==> src/hw/rtl/h2fc_pkg.sv <==
// Shared types and constants for the HTTP/2 receive parser with send flow control.
`default_nettype none

package h2fc_pkg;

  // Result kinds carried on the master-side tuser
  localparam logic [2:0] KIND_DATA     = 3'd0;
  localparam logic [2:0] KIND_SET_ACK  = 3'd1;
  localparam logic [2:0] KIND_PING_ACK = 3'd2;
  localparam logic [2:0] KIND_FAIL     = 3'd3;
  localparam logic [2:0] KIND_GRANT    = 3'd4;

  // Request kinds carried on the slave-side tuser
  localparam logic REQ_RX_BYTE = 1'b0;
  localparam logic REQ_SEND    = 1'b1;

  // Frame types
  localparam logic [7:0] FT_DATA     = 8'h00;
  localparam logic [7:0] FT_RST      = 8'h03;
  localparam logic [7:0] FT_SETTINGS = 8'h04;
  localparam logic [7:0] FT_PING     = 8'h06;
  localparam logic [7:0] FT_GOAWAY   = 8'h07;
  localparam logic [7:0] FT_WUPD     = 8'h08;

  localparam int unsigned FLAG_ACK_BIT = 0;
  localparam logic [15:0] SET_INIT_WIN = 16'h0004;

  localparam logic [30:0] WIN_DEFAULT = 31'd65535;
  localparam logic [30:0] WIN_MAX     = 31'h7FFF_FFFF;
  localparam logic [23:0] LIMIT_RESET = 24'd16384;

  // Header is 9 bytes; positions 0..8
  localparam logic [24:0] HDR_LEN = 25'd9;

  typedef struct packed {
    logic [2:0]  kind;
    logic [7:0]  data_byte;
    logic [30:0] data_stream;
    logic        data_last;
    logic [23:0] grant_count;
    logic        settings_known;
    logic        link_failed;
  } result_t;

  // Add a 31-bit increment to a window, saturating at the window maximum
  function automatic logic [30:0] win_sat_add(input logic [30:0] w, input logic [30:0] inc);
    logic [31:0] s;
    s = {1'b0, w} + {1'b0, inc};
    win_sat_add = s[31] ? WIN_MAX : s[30:0];
  endfunction

endpackage

`default_nettype wire

==> src/hw/rtl/h2fc_core.sv <==
// Frame parser state, window bookkeeping and result formation for one item.
`default_nettype none

module h2fc_core
  import h2fc_pkg::*;
(
  input  wire logic        clk,
  input  wire logic        rst,
  input  wire logic        item_en,
  input  wire logic        req_type,
  input  wire logic [7:0]  rx_byte,
  input  wire logic [31:0] send_remaining,
  input  wire logic        cfg_wen,
  input  wire logic [23:0] cfg_wdata,
  output logic             res_valid,
  output result_t          res
);

  logic [24:0] frame_pos, frame_pos_next;
  logic [23:0] frame_len, frame_len_next;
  logic [7:0]  frame_type, frame_type_next;
  logic [7:0]  frame_flags, frame_flags_next;
  logic [30:0] frame_stream, frame_stream_next;
  logic [15:0] entry_id, entry_id_next;
  logic [31:0] entry_value, entry_value_next;
  logic [2:0]  entry_pos, entry_pos_next;
  logic [30:0] conn_window, conn_window_next;
  logic [30:0] strm_window, strm_window_next;
  logic        seen_settings, seen_settings_next;
  logic        fail_flag, fail_flag_next;
  logic [23:0] send_frame_limit;

  logic [24:0] pay_cnt;
  logic        pay_last;
  logic        frame_end;
  logic        is_ack;
  logic [30:0] min_win;
  logic [23:0] budget;
  logic [23:0] grant;

  assign pay_cnt = frame_pos - 25'd8;
  assign pay_last = (pay_cnt >= {1'b0, frame_len});

  // Send budget: least of both windows, the frame limit and the bytes remaining
  assign min_win = (conn_window < strm_window) ? conn_window : strm_window;
  assign budget  = ({7'd0, send_frame_limit} < min_win) ? send_frame_limit : min_win[23:0];
  assign grant   = (send_remaining < {8'd0, budget}) ? send_remaining[23:0] : budget;

  // Next state and result for the presented item
  always_comb begin
    frame_pos_next     = frame_pos;
    frame_len_next     = frame_len;
    frame_type_next    = frame_type;
    frame_flags_next   = frame_flags;
    frame_stream_next  = frame_stream;
    entry_id_next      = entry_id;
    entry_value_next   = entry_value;
    entry_pos_next     = entry_pos;
    conn_window_next   = conn_window;
    strm_window_next   = strm_window;
    seen_settings_next = seen_settings;
    fail_flag_next     = fail_flag;
    frame_end          = 1'b0;
    is_ack             = 1'b0;
    res_valid          = 1'b0;
    res                = '0;

    if (req_type == REQ_RX_BYTE) begin
      if (frame_pos < HDR_LEN) begin
        // Collect the header fields
        unique case (frame_pos[3:0])
          4'd0: frame_len_next = {rx_byte, 16'd0};
          4'd1: frame_len_next = {frame_len[23:16], rx_byte, frame_len[7:0]};
          4'd2: frame_len_next = {frame_len[23:8], rx_byte};
          4'd3: frame_type_next = rx_byte;
          4'd4: frame_flags_next = rx_byte;
          4'd5: frame_stream_next = {rx_byte[6:0], 24'd0};
          4'd6: frame_stream_next = {frame_stream[30:24], rx_byte, frame_stream[15:0]};
          4'd7: frame_stream_next = {frame_stream[30:16], rx_byte, frame_stream[7:0]};
          default: frame_stream_next = {frame_stream[30:8], rx_byte};
        endcase
        frame_pos_next = frame_pos + 25'd1;
        if (frame_pos[3:0] == 4'd8) begin
          entry_pos_next   = 3'd0;
          entry_id_next    = 16'd0;
          entry_value_next = 32'd0;
          if (frame_len == 24'd0) begin
            frame_pos_next = 25'd0;
            frame_end      = 1'b1;
          end
        end
      end else begin
        // Payload byte
        if (frame_type == FT_DATA) begin
          res_valid        = 1'b1;
          res.kind         = KIND_DATA;
          res.data_byte    = rx_byte;
          res.data_stream  = frame_stream;
          res.data_last    = pay_last;
        end else if (frame_type == FT_WUPD) begin
          if (frame_pos < 25'd13) begin
            entry_value_next = {entry_value[23:0], rx_byte};
          end
        end else if (frame_type == FT_SETTINGS && !frame_flags[FLAG_ACK_BIT]) begin
          if (entry_pos < 3'd2) begin
            entry_id_next = {entry_id[7:0], rx_byte};
          end else begin
            entry_value_next = {entry_value[23:0], rx_byte};
          end
          if (entry_pos >= 3'd5) begin
            if (entry_id_next == SET_INIT_WIN) begin
              strm_window_next = entry_value_next[31] ? WIN_MAX : entry_value_next[30:0];
            end
            entry_pos_next   = 3'd0;
            entry_id_next    = 16'd0;
            entry_value_next = 32'd0;
          end else begin
            entry_pos_next = entry_pos + 3'd1;
          end
        end
        if (pay_last) begin
          frame_pos_next = 25'd0;
          frame_end      = (frame_type != FT_DATA);
        end else begin
          frame_pos_next = frame_pos + 25'd1;
        end
      end

      // Act on a completed control frame
      if (frame_end) begin
        is_ack = frame_flags_next[FLAG_ACK_BIT];
        priority if (frame_type_next == FT_SETTINGS) begin
          if (!is_ack) begin
            seen_settings_next = 1'b1;
            res_valid          = 1'b1;
            res.kind           = KIND_SET_ACK;
          end
        end else if (frame_type_next == FT_WUPD) begin
          if (frame_len_next >= 24'd4) begin
            if (frame_stream_next == 31'd0) begin
              conn_window_next = win_sat_add(conn_window, entry_value_next[30:0]);
            end else begin
              strm_window_next = win_sat_add(strm_window, entry_value_next[30:0]);
            end
          end
        end else if (frame_type_next == FT_PING) begin
          if (!is_ack) begin
            res_valid = 1'b1;
            res.kind  = KIND_PING_ACK;
          end
        end else if (frame_type_next == FT_GOAWAY || frame_type_next == FT_RST) begin
          fail_flag_next = 1'b1;
          res_valid      = 1'b1;
          res.kind       = KIND_FAIL;
        end else begin
          res_valid = 1'b0;
        end
      end
    end else begin
      // Send request: grant and debit both windows
      conn_window_next = conn_window - {7'd0, grant};
      strm_window_next = strm_window - {7'd0, grant};
      res_valid        = 1'b1;
      res.kind         = KIND_GRANT;
      res.grant_count  = grant;
    end

    res.settings_known = seen_settings_next;
    res.link_failed    = fail_flag_next;
  end

  // Advance state on each accepted item
  always_ff @(posedge clk) begin
    if (rst) begin
      frame_pos     <= '0;
      frame_len     <= '0;
      frame_type    <= '0;
      frame_flags   <= '0;
      frame_stream  <= '0;
      entry_id      <= '0;
      entry_value   <= '0;
      entry_pos     <= '0;
      conn_window   <= WIN_DEFAULT;
      strm_window   <= WIN_DEFAULT;
      seen_settings <= 1'b0;
      fail_flag     <= 1'b0;
    end else if (item_en) begin
      frame_pos     <= frame_pos_next;
      frame_len     <= frame_len_next;
      frame_type    <= frame_type_next;
      frame_flags   <= frame_flags_next;
      frame_stream  <= frame_stream_next;
      entry_id      <= entry_id_next;
      entry_value   <= entry_value_next;
      entry_pos     <= entry_pos_next;
      conn_window   <= conn_window_next;
      strm_window   <= strm_window_next;
      seen_settings <= seen_settings_next;
      fail_flag     <= fail_flag_next;
    end
  end

  // Hold the frame limit register
  always_ff @(posedge clk) begin
    if (rst) begin
      send_frame_limit <= LIMIT_RESET;
    end else if (cfg_wen) begin
      send_frame_limit <= cfg_wdata;
    end
  end

endmodule

`default_nettype wire

==> src/hw/rtl/http2_frame_rx_flow_control.sv <==
// Top level: HTTP/2 receive frame parser with send-side flow control.
//
// Usage:
//   Slave stream s_*: one transfer per item. s_tuser selects the request:
//   a received connection byte (s_tdata[7:0]) or a send request carrying
//   the payload bytes still to send (s_tdata[39:8]).
//   Master stream m_*: zero or one result per item. m_tuser gives the kind
//   (data byte, SETTINGS ack, PING ack, peer failure, send grant); m_tlast
//   marks the last payload byte of a DATA frame.
//   cfg_wen/cfg_wdata write the per-request frame limit; write only while
//   no transfer is in flight.
// Results are registered: a result appears on m_* in the cycle after its input transfer.
// Throughput: one item per cycle while the output is not stalled, set by the
//   single registered pass through the parser/window logic into the output register.
// Reset (rst, synchronous): parser at the start of a frame header, both
//   windows 65535, frame limit 16384, flags clear, output empty.
// Stall: while a result waits with m_tready low, s_tready drops and the
//   parser holds; an item that yields no result still needs the output slot
//   free or draining in that cycle.
`default_nettype none

module http2_frame_rx_flow_control
  import h2fc_pkg::*;
(
  input  wire logic        clk,
  input  wire logic        rst,
  input  wire logic        s_tvalid,
  output logic             s_tready,
  input  wire logic [39:0] s_tdata,   // [7:0] rx_byte, [39:8] send_remaining
  input  wire logic [0:0]  s_tuser,   // [0] req_type
  output logic             m_tvalid,
  input  wire logic        m_tready,
  output logic [71:0]      m_tdata,   // [7:0] data_byte, [38:8] data_stream,
                                      // [62:39] grant_count, [63] settings_known,
                                      // [64] link_failed, [71:65] zero
  output logic [2:0]       m_tuser,   // [2:0] out_kind
  output logic             m_tlast,   // data_last
  input  wire logic        cfg_wen,
  input  wire logic [23:0] cfg_wdata
);

  logic    accept;
  logic    res_valid;
  result_t res;
  result_t out_res;

  assign s_tready = !m_tvalid || m_tready;
  assign accept   = s_tvalid && s_tready;

  h2fc_core u_core (
    .clk            (clk),
    .rst            (rst),
    .item_en        (accept),
    .req_type       (s_tuser[0]),
    .rx_byte        (s_tdata[7:0]),
    .send_remaining (s_tdata[39:8]),
    .cfg_wen        (cfg_wen),
    .cfg_wdata      (cfg_wdata),
    .res_valid      (res_valid),
    .res            (res)
  );

  // Output register: load on accept, drop once taken
  always_ff @(posedge clk) begin
    if (rst) begin
      m_tvalid <= 1'b0;
    end else if (accept) begin
      m_tvalid <= res_valid;
    end else if (m_tready) begin
      m_tvalid <= 1'b0;
    end
  end

  // Hold the result payload
  always_ff @(posedge clk) begin
    if (accept) begin
      out_res <= res;
    end
  end

  assign m_tdata = {7'd0, out_res.link_failed, out_res.settings_known, out_res.grant_count,
                    out_res.data_stream, out_res.data_byte};
  assign m_tuser = out_res.kind;
  assign m_tlast = out_res.data_last;

endmodule

`default_nettype wire

==> config.mk <==
export PLATFORM = sky130hd
export DESIGN_NAME = http2_frame_rx_flow_control
export DESIGN_NICKNAME = d
export VERILOG_FILES = /design/src/hw/rtl/h2fc_pkg.sv /design/src/hw/rtl/h2fc_core.sv /design/src/hw/rtl/http2_frame_rx_flow_control.sv
export SDC_FILE = /design/constraint.sdc
export NUM_CORES = 1
export LEC_CHECK = 0
export BUFFER_PORTS_ARGS = -buffer_cell sky130_fd_sc_hd__buf_2
export CAP_MARGIN = 0
export CORE_AREA = 2 2 194 291
export CTS_BUF_LIST = sky130_fd_sc_hd__clkbuf_4 sky130_fd_sc_hd__clkbuf_8 sky130_fd_sc_hd__clkbuf_16
export DETAILED_ROUTE_END_ITERATION = 12
export DIE_AREA = 0 0 196 293
export PLACE_DENSITY = 0.62
export SLEW_MARGIN = 30
export SYNTH_ARGS = -nofsm -noshare
export SYNTH_HDL_FRONTEND = slang
export SYNTH_SLANG_ARGS = --single-unit
==> constraint.sdc <==
create_clock -name clk -period 28 [get_ports clk]
set_input_delay 0 -clock clk [delete_from_list [all_inputs] [get_ports clk]]
set_output_delay 0 -clock clk [all_outputs]
set_load 0.01 [all_outputs]
[After elaboration in Yosys (flattened, before gate mapping)]
Index checks and enable logic that the tools add are counted.
Widths: inputs -> output; s select.
Cells by class
  eq/ne operators: 23
  bitwise operators: 2
  reductions and logical operators: 24
  $add $sub $neg: 7
  muxes and demuxes: 107
  magnitude comparators: 9
Operator list (count)
  $mux 31: 24
  $mux 32: 14
  $mux 16: 12
  $pmux 31 s4: 1
  $mux 25: 4
  $mux 24: 4
  $pmux 24 s3: 1
  $add 31x31->32: 2
  $sub 31x24->31: 2
  $lt 25x4->1 const B: 2
  $mux 43: 1
  $mux 40: 1
  $mux 3: 13
  $eq 8x3->1 const B: 4
  $lt 32x24->1: 1
  $logic_not 31->1: 1
  $lt 24x31->1: 1
  $lt 31x31->1: 1
  $mux 1: 29
  $add 25x1->25 const B: 1
  $ge 25x24->1: 1
  $sub 25x4->25 const B: 1
  $ge 24x3->1 const B: 1
  $logic_not 24->1: 1
  29 further kinds: 49
Storage, ports and cells
  output and inout bits: 78
  register bits after elaboration: 298

[Longest topological paths before layout]
Gate-level depths: netlist of run 1.
  depth after elaboration: 21
  depth in mapped cells: 56

[By module]
A second synthesis of run 1 with hierarchy kept.
Second synthesis, totals
  cell total of the unflattened synthesis: 3011
  area, all modules: 23510.0 µm²
Modules (own cells, without submodules)
  h2fc_core: instances 1, sequential area each 4564.4 µm², cells an instance 2929, area an instance 21330.5 µm²
  http2_frame_rx_flow_control: instances 1, sequential area each 2092.0 µm², cells an instance 82, area an instance 2179.6 µm²

[Worst setup path after synthesis of run 1]
No wires, ideal clock.
  kind: reg-to-reg
  start: register u_core.strm_window[24]
  end: register u_core.conn_window[21]
  period minus slack after synthesis: 11.067 ns
  cell stages (with the launch flop): 52
  setup slack: 16.933 ns
  arrival: 10.950 ns
  required time: 27.883 ns
  path through: dfxtp_1 > clkbuf_1 > inv_1 > ha_1 > nand4_1 > nor4_4 > a221oi_2 > nand2_1 > a21oi_4 > buf_2 > buf_1 > buf_1 > clkbuf_1 > a21oi_1 > ha_1 > nand3_1 > nor2_1 > nand4_1 > (+16 left out) > or2_2 > o211ai_4 > nor2_4 > buf_4 > buf_2 > mux2_2 > ha_1 > maj3_1 > a2111oi_2 > o22ai_1 > o32ai_2 > a21oi_1 > a2111oi_2 > o32ai_1 > o21ai_2 > xnor2_1 > a21o_1 > a22o_1
Between the ends
  cells in the longest elaborated chain, start to end: 8
RTL lines
  start: declaration: line h2fc_core.sv:28  | logic [30:0] strm_window, strm_window_next;
  start signal: assignment: line h2fc_core.sv:197  | strm_window <= strm_window_next;
  $lt 31x31->1: line h2fc_core.sv:45  | assign min_win = (conn_window < strm_window) ? conn_window : strm_window;
  $mux 31 *: line h2fc_core.sv:45
  $lt 24x31->1: line h2fc_core.sv:46  | assign budget = ({7'd0, send_frame_limit} < min_win) ? send_frame_limit : min_win[23:0];
  $mux 24 *: line h2fc_core.sv:46
  $lt 32x24->1: line h2fc_core.sv:47  | assign grant = (send_remaining < {8'd0, budget}) ? send_remaining[23:0] : budget;
  $mux 24 *: line h2fc_core.sv:47
  via u_core.grant[0]: line h2fc_core.sv:39  | logic [23:0] grant;
  $sub 31x24->31 *: line h2fc_core.sv:161  | conn_window_next = conn_window - {7'd0, grant};
  $mux 31 *: line h2fc_core.sv:68  | if (req_type == REQ_RX_BYTE) begin
  end signal: assignment: line h2fc_core.sv:196  | conn_window <= conn_window_next;
  end: declaration: line h2fc_core.sv:27  | logic [30:0] conn_window, conn_window_next;
The timed path passes the listed nets; every way through them passes the cells marked *.
A chain may end at the register's enable or synchronous reset.

[Worst setup path in the final report of run 1]
  start: register u_core.strm_window[24]
  end: register u_core.conn_window[29]
Same word-level chain as after synthesis.

==> results of run 1 <==
sequential cells by signal, indices dropped and copies added (netlist names):
name / count
m_tlast: 1
u_core.strm_window: 31
u_core.frame_len: 24
u_core.entry_value: 32
u_core.frame_pos: 25
u_core.send_frame_limit: 24
u_core.entry_pos: 3
m_tvalid: 1
u_core.fail_flag: 1
u_core.conn_window: 31
u_core.entry_id: 16
m_tuser: 3
u_core.frame_stream: 31
u_core.frame_type: 8
u_core.seen_settings: 1
u_core.frame_flags: 1
m_tdata: 65
routing by layer:
metal  part of all wire [%]  global-route usage [%]  vias up
li1                       -                       -    11700
met1                     39                    34.4    11800
met5                      0                       0        -
met2                     50                    55.4      945
met4                    5.9                    16.8        0
met3                    5.0                    3.24      250
worst min-delay path, cell delays in order:
cell and delay (ps):
buf_2 110, mux2i_1 80, buf_4 200, nor2_1 90
worst max-delay path by stage:
stage                                                    from                                  end  slack, ps  depth (start not counted)
after CTS                 u_core.strm_window[24]$_SDFFE_PP0P_  u_core.conn_window[29]$_SDFFE_PP0P_      15190                         46
final                     u_core.strm_window[24]$_SDFFE_PP0P_  u_core.conn_window[29]$_SDFFE_PP0P_      15130                         46
after detailed placement  u_core.strm_window[24]$_SDFFE_PP0P_  u_core.conn_window[29]$_SDFFE_PP0P_      15260                         46
after global placement    u_core.strm_window[24]$_SDFFE_PP0P_  u_core.conn_window[21]$_SDFFE_PP0P_      15480                         47
after global routing      u_core.strm_window[24]$_SDFFE_PP0P_  u_core.conn_window[29]$_SDFFE_PP0P_      14270                         49
after floorplan           u_core.strm_window[24]$_SDFFE_PP0P_  u_core.conn_window[21]$_SDFFE_PP0P_      16930                         51
area by class of cell:
type                            instances  area [um^2]  share of cell area, %
Multi-Input combinational cell       2546        16500                   60.2
Tap cell                              695          870                   3.18
Clock inverter                         15          203                  0.742
Inverter                              136          513                   1.88
Timing Repair Buffer                  245         1660                   6.07
Clock buffer                           47          966                   3.53
Sequential cell                       298         6660                   24.4
cells in the mapped netlist (all sizes together), types with 50 or more instances:
cell / count / area share [%]
a21o: 66 / 2.0
a22oi: 136 / 4.2
and2: 62 / 1.6
nor2: 413 / 6.4
nand2: 271 / 4.2
dfxtp: 229 / 19
nor3: 74 / 1.6
ha: 169 / 8.7
xor2: 50 / 1.8
edfxtp: 69 / 8.5
inv: 134 / 2.1
xnor2: 121 / 4.3
clkbuf: 162 / 2.5
nand3: 88 / 1.8
o21ai: 210 / 4.4
a21oi: 239 / 5.0
cells by family after synthesis:
| group | share of synthesized area, % |
|---|---|
| AO/OA/AOI/OAI | 26.5 |
| adder cells (fa/ha/maj) | 10.2 |
| other | 0.0154 |
| XOR/XNOR | 6.14 |
| AND/OR/NAND/NOR | 22.1 |
| buffers and inverters | 5.48 |
| flip-flops | 27.3 |
| multiplexers | 2.24 |
power breakdown:
| group | switching, mW | internal (mW) | leakage, nW | total (mW) |
|---|---|---|---|---|
| Sequential | 0.0871 | 0.500 | 2.56 | 0.587 |
| Combinational | 1.54 | 0.872 | 7.91 | 2.41 |
| Clock | 0.200 | 0.282 | 0.585 | 0.482 |
==> qor.yml, run 1 <==
run_status:
  status: "finished clean"
pwr:
  pwr_density_cell_mw_per_mm2: 127
  p_leak_nw: 11.1
  finalPower_mw: 3.48
  max-vdd-ir-drop_v: 0.000159
cells_and_area:
  final_common_cell: "nor2_1"
  syn2layout_area_growth_pct: 12.1
  instances_no_fill: 3982
  fill_cells: 5412
  drive_gt1_share_pct: 9.89
  final_util_pct: 50.0
  stdcell_area_mm2: 0.0273
  antennaDiodeCount: 0
  final_cell_mix: "406 x nor2_1, 269 x nand2_1, 235 x a21oi_1"
  nets: 3502
placed_design:
  io_buffers: 140
  gp_congestion: 0.966
  dp_cells: 3855
  pre_cts_slack_ps: 15260
  hpwl_um: 66800
  post_dp_cell_area_mm2: 0.0255
worst_setup_path:
  worst_path_max_delay_cell: "nor2_4"
  worstSetupPathType: "reg2reg"
  timing.rr.end: "u_core.conn_window[29]$_SDFFE_PP0P_"
  cp.required_ps: 28490
  rr_worst_depth: 46
  path_delay_family: "compound AO/OA/AOI/OAI gates"
  critPathBufInv: 5
  critical_path_peak_fanout: 41
  crit_path_start_kind: "flip-flop"
  end_kind: "flip-flop"
  r2r_slack_ps: 15130
  worstPathArrival_ps: 13360
  worstReg2RegStart: "u_core.strm_window[24]$_SDFFE_PP0P_"
  cpPeakStageDelay_ps: 770
  cp_common_cell: "a21oi_1"
grt:
  track_usage_pct: 30.3
  grt_pass1_vias: 24400
  overflow: 0
  grt_max_degree: 74
  antenna_found_initial: 0
  grt_pass1_wl_um: 138000
synthesis:
  synth_seq_cells: 298
  syn_area_mm2: 0.0244
  synth_area_per_cell_um2: 7.68
  synth_edf_count: 69
  ys_seq_area_share_pct: 27.3
  synthFlopType: "dfxtp_1"
  synthCells: 3176
  yosysWarnings: 0
  async_reset_ff_share_pct: 0
  synthDistinctLibCells: 114
timing:
  fin_skew_ps: 28.7
  hold_violations: 0
  period_share_pct: 46.0
  worst_slew_pin_slew_ps: 926
  slew_headroom_pct: 37.1
  timing.final.ws_setup_ps: 15130
  slew_violations: 0
  fin_setup_tns_ps: 0
  setup_viol: 0
  rsz0062_at_grt: "false"
  min_period_ps: 12870
  fmax_mhz: 77.7
  hold_ws_ps: 38.6
clock_tree:
  clock_latency_ps: 570
  post_cts_resized: 0
  numCtsBuffers: 34
  cts.sinks: 298
  post_cts_buffers: 0
  cts_root_buf: "clkbuf_16"
  clk_path_buf_depth: 3
  path_clk_slew_ps: 60
  hold_buffers: 65
  htreeDepth: 2
  cts_tree: "done"
drt:
  wire_per_inst_um: 22.3
  detail_route.wirelength_um: 88700
  routed_via_density: 6.21
  drt_pass1_iterations: 8
  vias: 24700
  remaining_drc_errors: 0
  dr.first_iter.drc_count: 1772
  ant_nets: 0
min_path:
  min_delay_path_depth: 4
  hold_end: "m_tdata[48]$_SDFFCE_PN0P_"
  hold_start: "s_tdata[17]"
  hold_class: "in2reg"
die:
  ios: 148
  core_mm2: 0.0547
  initial_core_util_pct: 44.6
  dieArea_mm2: 0.0574
  die_w_um: 196
  fp.dieH_um: 293
  rows: 105
run:
  drv_cap: 0
(Power assumes the default switching activity.)
==> inputs of run 2 (changes only) <==
==> constraint.sdc (replaced) <==
create_clock -name clk -period 12 [get_ports clk]
set_input_delay 0 -clock clk [delete_from_list [all_inputs] [get_ports clk]]
set_output_delay 0 -clock clk [all_outputs]
set_load 0.01 [all_outputs]
==> run 2 against run 1 <==
  * Sequential power rose by 130%
  * Cell area rose by 0.30%
  * Die area did not move
  * Global-route usage fell by 0.27 points
  * Worst setup slack got worse by 14000 ps
  * Sequential share of layout area fell by 0.072 points
  * Worst hold slack improved by 22 ps
  * Utilization rose by 0.15 points
  * Total power rose by 140%
  * Routed wire length fell by 0.62%
  * Critical endpoint is now u_core.conn_window[21]$_SDFFE_PP0P_
==> qor.yml, run 2 (synthesized netlist as in run 1, its figures left out) <==
worst_setup_path:
  crit_path_start_kind: "flip-flop"
  worstSetupPathType: "reg2reg"
  worst_path_max_delay_cell: "dfxtp_1"
  cpPeakStageDelay_ps: 600
  worstPathArrival_ps: 11710
  end_kind: "flip-flop"
  critical_path_peak_fanout: 24
  cp_common_cell: "a21oi_1"
  cp.required_ps: 12450
die:
  initial_core_util_pct: 44.6
  die_w_um: 196
  ios: 148
  dieArea_mm2: 0.0574
  rows: 105
  core_mm2: 0.0547
  fp.dieH_um: 293
drt:
  drt_pass1_iterations: 6
  routed_via_density: 6.22
  vias: 24900
  wire_per_inst_um: 22.0
  detail_route.wirelength_um: 88200
  ant_nets: 0
  dr.first_iter.drc_count: 1861
  remaining_drc_errors: 0
timing:
  fin_setup_tns_ps: 0
  period_share_pct: 93.9
  fin_skew_ps: 13.0
  slew_headroom_pct: 33.9
  worst_slew_pin_slew_ps: 988
  timing.final.ws_setup_ps: 732
  hold_ws_ps: 60.5
  fmax_mhz: 88.7
  hold_violations: 0
  setup_viol: 0
  rsz0062_at_grt: "false"
  slew_violations: 0
  min_period_ps: 11270
cells_and_area:
  syn2layout_area_growth_pct: 12.4
  final_common_cell: "nor2_1"
  drive_gt1_share_pct: 11.0
  final_util_pct: 50.2
  largest_reg_flops: 65
  final_cell_mix: "408 x nor2_1, 269 x nand2_1, 235 x a21oi_1"
  fill_cells: 5375
  nets: 3518
  antennaDiodeCount: 0
clock_tree:
  numCtsBuffers: 35
  htreeDepth: 2
  path_clk_slew_ps: 60
  clk_path_buf_depth: 3
  cts_tree: "done"
  clock_latency_ps: 560
  cts.sinks: 298
  cts_root_buf: "clkbuf_16"
grt:
  grt_max_degree: 63
  antenna_found_initial: 0
  grt_pass1_wl_um: 136000
  overflow: 0
  grt_pass1_vias: 24400
  track_usage_pct: 30.1
placed_design:
  gp_congestion: 0.983
  pre_cts_slack_ps: 367
  hpwl_um: 66600
  io_buffers: 140
run:
  drv_cap: 0
run_status:
  status: "finished clean"
pwr:
  p_leak_nw: 11.1
  max-vdd-ir-drop_v: 0.000257
  pwr_density_cell_mw_per_mm2: 302
min_path:
  hold_class: "in2reg"
==> run 2: cell type report <==
class / count / area (um^2) / share of cell area, %
multi-input combinational: 2547 / 16500 / 60.2
sequential: 298 / 6660 / 24.3
timing repair buffer: 259 / 1720 / 6.26
clock buffer: 44 / 997 / 3.64
tap: 695 / 870 / 3.17
inverter: 136 / 513 / 1.87
clock inverter: 20 / 165 / 0.603
==> run 2: per-stage QoR <==
stage                     instance area [um^2]  total power [mW]  cells
final                                    27400              8.27   3999
after global placement                   25700              6.93   3889
after CTS                                27400              8.14   3997
after floorplan                          24400              5.37   3182
after global routing                     27400              8.84   3999
after detailed placement                 25800              7.00   3890
==> run 2: what timing repair did <==
action                                 CTS  global route
setup endpoints to repair                0            30
buffers inserted                         0             1
hold buffers                            43             0
gates resized for setup                  0             5
endpoints found under the hold margin   81             0
==> run 2: critical path: cells and delay by family, from the launching register on <==
| family | cells | cell delay [ps] |
|---|---|---|
| flops | 1 | 600 |
| simple gates | 14 | 1590 |
| buf+inv | 5 | 1070 |
| compound gates | 22 | 5860 |
| mux | 1 | 380 |
| fa+ha+maj | 5 | 1520 |
| xor+xnor | 1 | 120 |
==> run 2: path summary, 6_finish.rpt <==
path	startpoint	endpoint	slack (ps)	depth (start not counted)
setup reg to reg	u_core.strm_window[17]$_SDFFE_PP0P_	u_core.conn_window[21]$_SDFFE_PP0P_	730	48
hold reg to reg	u_core.fail_flag$_SDFFE_PP0P_	u_core.fail_flag$_SDFFE_PP0P_	470	2
hold / removal	s_tdata[28]	m_tdata[59]$_SDFFCE_PN0P_	60	4
setup / recovery	u_core.strm_window[17]$_SDFFE_PP0P_	u_core.conn_window[21]$_SDFFE_PP0P_	730	48
==> run 2: per-layer routing <==
metal	part of all wire, %	global-route usage [%]	vias to the layer above	routed length, um
met1	39	33.7	11900	34000
met4	6.0	16.7	0	5330
met2	50	55.2	999	44000
met5	0	0	-	0
li1	-	-	11800	-
met3	5.5	3.26	256	4810
==> run 2: where the power goes <==
| part | internal, mW | switching, mW |
|---|---|---|
| combinational | 2.15 | 3.69 |
| clock | 0.619 | 0.477 |
| sequential | 1.17 | 0.163 |
